--- src/rtl/pst_pkg.sv ---
// ----------------------------------------------------------------------------
// pst_pkg
// Shared widths, defaults and the command/status types that link the sieve
// controller to its datapath.
// ----------------------------------------------------------------------------
package pst_pkg;

    localparam int IDX_W   = 10;
    localparam int PRIME_W = 13;
    localparam int TOTAL_W = 11;
    localparam int BOUND_W = 13;

    localparam logic [BOUND_W-1:0] BOUND_RESET = 13'd4096;

    localparam int DEF_MAX_BOUND   = 4096;
    localparam int DEF_PRIME_SLOTS = 1024;

    typedef struct packed {
        logic cap_idx;
        logic clr_init;
        logic clr_step;
        logic out_init;
        logic out_adv;
        logic map_rd;
        logic inn_init;
        logic inn_step;
        logic pk_init;
        logic pk_step;
        logic lst_rd;
        logic load_out;
    } pst_cmd_t;

    typedef struct packed {
        logic clr_last;
        logic sq_gt;
        logic map_zero;
        logic inn_end;
        logic pk_end;
    } pst_status_t;

endpackage

--- src/rtl/pst_ctrl.sv ---
// ----------------------------------------------------------------------------
// pst_ctrl
// Sequencer for the sieve: clear, cross out, pack, then table lookups.
// Owns the handshakes and the sieve-done flag.
// ----------------------------------------------------------------------------
module pst_ctrl
    import pst_pkg::*;
(
    input  logic        clk,
    input  logic        rst_n,
    input  logic        cfg_we,
    input  logic        in_valid,
    output logic        in_ready,
    output logic        out_valid,
    input  logic        out_ready,
    input  pst_status_t st,
    output pst_cmd_t    cmd
);

    typedef enum logic [3:0] {
        S_IDLE,
        S_CLR,
        S_OCHK,
        S_OWAIT,
        S_INNER,
        S_PRD,
        S_PWR,
        S_LOOK,
        S_RESP
    } state_t;

    state_t state_reg;
    state_t state_next;
    logic   done_reg;
    logic   out_valid_reg;

    always_comb
    begin
        cmd        = '0;
        state_next = state_reg;
        unique case (state_reg)
            S_IDLE:
            begin
                if (in_valid)
                begin
                    cmd.cap_idx = 1'b1;
                    if (done_reg)
                    begin
                        state_next = S_LOOK;
                    end
                    else
                    begin
                        cmd.clr_init = 1'b1;
                        state_next   = S_CLR;
                    end
                end
            end
            S_CLR:
            begin
                cmd.clr_step = 1'b1;
                if (st.clr_last)
                begin
                    cmd.out_init = 1'b1;
                    state_next   = S_OCHK;
                end
            end
            S_OCHK:
            begin
                if (st.sq_gt)
                begin
                    cmd.pk_init = 1'b1;
                    state_next  = S_PRD;
                end
                else
                begin
                    cmd.map_rd = 1'b1;
                    state_next = S_OWAIT;
                end
            end
            S_OWAIT:
            begin
                if (st.map_zero)
                begin
                    cmd.inn_init = 1'b1;
                    state_next   = S_INNER;
                end
                else
                begin
                    cmd.out_adv = 1'b1;
                    state_next  = S_OCHK;
                end
            end
            S_INNER:
            begin
                if (st.inn_end)
                begin
                    cmd.out_adv = 1'b1;
                    state_next  = S_OCHK;
                end
                else
                begin
                    cmd.inn_step = 1'b1;
                end
            end
            S_PRD:
            begin
                if (st.pk_end)
                begin
                    state_next = S_LOOK;
                end
                else
                begin
                    cmd.map_rd = 1'b1;
                    state_next = S_PWR;
                end
            end
            S_PWR:
            begin
                cmd.pk_step = 1'b1;
                state_next  = S_PRD;
            end
            S_LOOK:
            begin
                cmd.lst_rd = 1'b1;
                state_next = S_RESP;
            end
            S_RESP:
            begin
                if (!out_valid_reg || out_ready)
                begin
                    cmd.load_out = 1'b1;
                    state_next   = S_IDLE;
                end
            end
            default:
            begin
                state_next = S_IDLE;
            end
        endcase
    end

    always_ff @(posedge clk or negedge rst_n)
    begin
        if (!rst_n)
        begin
            state_reg     <= S_IDLE;
            done_reg      <= 1'b0;
            out_valid_reg <= 1'b0;
        end
        else
        begin
            state_reg <= state_next;

            if (cfg_we)
            begin
                done_reg <= 1'b0;
            end
            else if (state_reg == S_PRD && st.pk_end)
            begin
                done_reg <= 1'b1;
            end

            if (cmd.load_out)
            begin
                out_valid_reg <= 1'b1;
            end
            else if (out_ready)
            begin
                out_valid_reg <= 1'b0;
            end
        end
    end

    assign in_ready  = (state_reg == S_IDLE);
    assign out_valid = out_valid_reg;

endmodule

--- config.mk ---
export PLATFORM = sky130hd
export DESIGN_NAME = pst_ctrl
export DESIGN_NICKNAME = d
export VERILOG_FILES = /design/src/rtl/pst_pkg.sv /design/src/rtl/pst_ctrl.sv
export SDC_FILE = /design/constraint.sdc
export NUM_CORES = 1
export LEC_CHECK = 0
export BUFFER_PORTS_ARGS = -buffer_cell sky130_fd_sc_hd__buf_4
export CORE_AREA = 4 4 41 43
export CTS_CLUSTER_DIAMETER = 100
export DETAILED_ROUTE_END_ITERATION = 8
export DIE_AREA = 0 0 45 47
export GPL_TIMING_DRIVEN = 1
export PLACE_DENSITY = 0.73
export SLEW_MARGIN = 20
export SYNTH_ARGS = -nofsm -noshare
export SYNTH_HDL_FRONTEND = slang
export SYNTH_SLANG_ARGS = --single-unit
--- constraint.sdc ---
create_clock -name clk -period 2.35 [get_ports clk]
set_clock_uncertainty 0.05 [all_clocks]
set_input_delay 0.235 -clock clk [delete_from_list [all_inputs] [get_ports clk]]
set_output_delay 0.235 -clock clk [all_outputs]
set_load 0.05 [all_outputs]
Word level (Yosys, flattened, before mapping)
Index checks and enable logic that the tools add are counted.
{"block": "op_classes", "addsub": 0, "n_mul": 0, "n_div": 0, "magnitude_cmp": 0, "eq_ne": 12, "n_shift": 0, "muxes": 34, "bitwise_logic": 0, "n_reduce_logical": 7}
{"operator": "4-bit one-hot mux with 9 select lines", "n": 1}
{"operator": "1-bit two-way mux", "n": 21}
{"operator": "4-bit by 3-bit equality test with 1-bit output (second input constant)", "n": 4}
{"operator": "4-bit two-way mux", "n": 4}
{"operator": "3-bit two-way mux", "n": 3}
{"operator": "4-bit by 2-bit equality test with 1-bit output (second input constant)", "n": 2}
{"operator": "2-bit != test (second input constant)", "n": 4}
{"operator": "2-bit two-way mux", "n": 3}
{"operator": "4-bit by 1-bit equality test with 1-bit output (second input constant)", "n": 1}
{"operator": "4-bit equality test (second input constant)", "n": 1}
{"operator": "4-bit logical NOT", "n": 1}
{"operator": "1-bit one-hot mux with 2 select lines", "n": 2}
{"operator": "4-bit AND reduction", "n": 1}
{"operator": "2-bit nonzero test", "n": 2}
{"operator": "1-bit logical AND", "n": 1}
{"operator": "1-bit logical NOT", "n": 1}
{"operator": "1-bit logical OR", "n": 1}
{"block": "word_totals", "reg_bits": 6, "latchBits": 0, "ram_bits": 0, "mem_bits_ro": 0, "word_cells": 56, "n_memories": 0}

Longest topological paths before layout
{"block": "depth", "ltp_word": 5, "mapped_depth": 5, "ltp_nobuf": 3}

Least setup slack after synthesis
OpenSTA, ideal clock, no wires.
{"block": "synth_path", "kind": "register to output", "from": "reg state_reg[0]", "to": "out cmd[10] (netlist name)", "arrival_ps": 2461, "required_ps": 2065, "path_slack_ps": -396, "path_stages_with_launch": 4, "n_path_buf": 0, "path_cell_list": "dfrtp_1 > nor4_2 > and2_1 > and2b_1"}
{"element": "start: declaration", "line_no": "pst_ctrl.sv:32", "rtl": "state_t state_reg;"}
{"element": "start signal: assignment", "line_no": "pst_ctrl.sv:152", "rtl": "state_reg <= state_next;"}
{"element": "end: declaration", "line_no": "pst_ctrl.sv:17", "rtl": "output pst_cmd_t cmd"}

==> results.yml <==
timing:
  max_freq_ghz: 0.5173
  layout_min_cycle_time_ps: 1933
  finalHoldViolations: 0
  whs_ps: 95.65
  setup_tns_ps: 0
  worst_pin_slew_ps: 594.6
  slew_viol_final: 0
  maxSlewHeadroom_pct: 60.36
  rsz0062_at_grt: "false"
  period_share_pct: 82.27
  setup_viol: 0
drt:
  ant_nets: 0
  wirelength_um: 1316
  dr.pass1.iters: 4
  vias_per_cell: 5.323
  drc_errors: 0
  drt_iter0_drc: 19
  wl_per_cell_um: 13.29
  vias: 527
synth:
  synth_cell_types: 28
  ys_warn_count: 0
  synth_mux_area_share_pct: 3.678
  syn_area_sq_um: 544.3
  synthFlopType: "dfrtp_1"
  async_flop_share_pct: 100.0
  synth_top_family_by_area: "simple AND/OR/NAND/NOR gates"
  synthXorXnorAreaFrac_pct: 0
  synthAdderAreaFrac_pct: 0
  synth_compound_area_share_pct: 17.01
  synth.avg_cell_area_sq_um: 8.779
  syn-num-nets: 72
  synth_cells: 62
  synthSimpleGateAreaFrac_pct: 41.84
  synth_edf_count: 0
  synth-seq-cells: 6
  yosysSeqAreaShare_pct: 27.59
floorplanning:
  core.rowCount: 13
  die-area_sq_um: 2115
  fp.dieW_um: 45
  core-area_sq_um: 1301
  start_util_pct: 41.83
  io_pins: 24
  die_y_um: 47
clock_network:
  clk_latency_ps: 240
  htree_levels: 1
  numCtsBuffers: 3
  cts_max_path_buffers: 2
  root_buffer: "clkbuf_4"
  postCtsSetupRepairBufs: 0
  clk_pin_slew_ps: 40
  cts.sinks: 6
  cts_tree: "built"
status:
  status: "finished, final reports clean"
final_layout:
  syn_to_final_growth_pct: 34.48
  final_core_util_pct: 56.25
  design_area_sq_um: 732.0
  fillers: 120
  layout_commonest_cell: "buf_4"
  largest_register_ffs: 4
  final_cell_mix: "buf_4 (23), nor2_1 (8), dfrtp_1 (6)"
  drive_above_1_share_pct: 38.10
  antenna_cells: 0
  fin_nets: 96
pwr:
  power.share.clock_pct: 8.6
  internal_power_uw: 462.3
  peakVddDrop_mv: 1.001
  p_per_area_nw_per_um2: 1429
  pwr-share-comb_pct: 65.1
  power.leakage_uw: 0.0003632
  switching_share_pct: 55.79
  switching_power_uw: 583.5
  p_seq_share_pct: 26.3
setup_path:
  cpPeakStageDelay_ps: 580
  path_class: "reg -> out"
  end_kind: "primary output"
  critPathMaxFanout: 17
  cp_slowest_cell: "dfrtp_1"
  critPathArrivalTime_ps: 1650
  startpoint_type: "flop"
  required_ps: 2070
  worstPathCellList: "nor4_4, and2_2, and2b_1, buf_4"
grt:
  grt_pass1_vias: 522
  grt_overflow_total: 0
  gr-usage-all-layers_pct: 14.25
  antenna_found_initial: 0
  grt_max_degree: 18
  grt_first_pass_wirelength_um: 2221
placed_design:
  numPortBuffers: 23
  place.gp.congestion: 0.7859
  postPlaceCellArea_sq_um: 699.4
  hpwlAfterDp_um: 1025
job:
  drv_cap: 0
worst_hold_path:
  hp-class: "in -> reg"
==> power by group through the flow <==
| stage | Combinational (uW) | Sequential, uW | Clock (uW) |
|---|---|---|---|
| detailed placement | 682 | 274 | 0 |
| global route | 729 | 288 | 103 |
| floorplan | 648 | 184 | 0 |
| finish | 681 | 275 | 90.3 |
| global placement | 681 | 274 | 0 |
| CTS | 686 | 272 | 96.8 |
==> Yosys cell counts (3+ instances only) <==
master | n | area (sq um)
nor4_2 | 3 | 37.54
nor2_1 | 8 | 30.03
dfrtp_1 | 6 | 150.1
nand2_1 | 3 | 11.26
a32oi_1 | 3 | 26.28
nor2b_1 | 3 | 18.77
==> critical path, delay by kind of cell (launching register included) <==
kind | cells | cell delay [ps]
flip-flops | 1 | 580
AND/OR/NAND/NOR | 3 | 630
buffers and inverters | 1 | 180
==> per-stage QoR <==
| step | cells | setup WS, ps | total power (uW) |
|---|---|---|---|
| finish | 99 | 416.7 | 1046 |
| global route | 99 | 292.6 | 1120 |
| CTS | 99 | 399.1 | 1055 |
| detailed placement | 95 | 666.4 | 955.7 |
| global placement | 95 | 687.4 | 954.7 |
| floorplan | 62 | 28.63 | 831.7 |
==> path summary, 6_finish.rpt <==
path                               from           end  slack [ps]  cells past startpoint
setup / recovery           state_reg[2]       cmd[10]         420                      4
hold / removal                   cfg_we      done_reg         100                      2
setup reg to reg           state_reg[2]  state_reg[1]         900                      3
hold reg to reg               out_valid     out_valid         470                      2
max in group asynchronous         rst_n      done_reg        1850                      2
min in group asynchronous         rst_n     out_valid         290                      2
==> repair_timing <==
item,4_1_cts,5_1_grt
hold buffers,1,0
gates resized for setup,0,0
endpoints found under the hold margin,6,0
endpoints found under the setup margin,0,0
==> per-layer routing <==
layer | vias to the layer above | track usage, % | share of wire, %
met2 | 10 | 22.60 | 52
met5 | - | 0 | 0
met3 | 0 | 1.916 | 4.2
met4 | 0 | 8.772 | 0
met1 | 250 | 18.37 | 44
li1 | 267 | - | -
==> final cells by class <==
class | count | area (sq um) | area share, %
tap | 15 | 18.77 | 2.564
sequential | 6 | 150.1 | 20.51
clock buffer | 3 | 22.52 | 3.077
inverter | 2 | 7.507 | 1.026
multi-input combinational | 49 | 350.3 | 47.86
timing repair buffer | 24 | 182.7 | 24.96
==> kinds of logic (layout without fill, tap and decap cells) <==
| group | Yosys count | in the layout |
|---|---|---|
| AND/OR/NAND/NOR | 34 | 34 |
| flip-flops | 6 | 6 |
| buffers and inverters | 7 | 29 |
| AO/OA/AOI/OAI | 13 | 13 |
| multiplexers | 2 | 2 |
No activity file was read; power rests on OpenSTA's default activity.
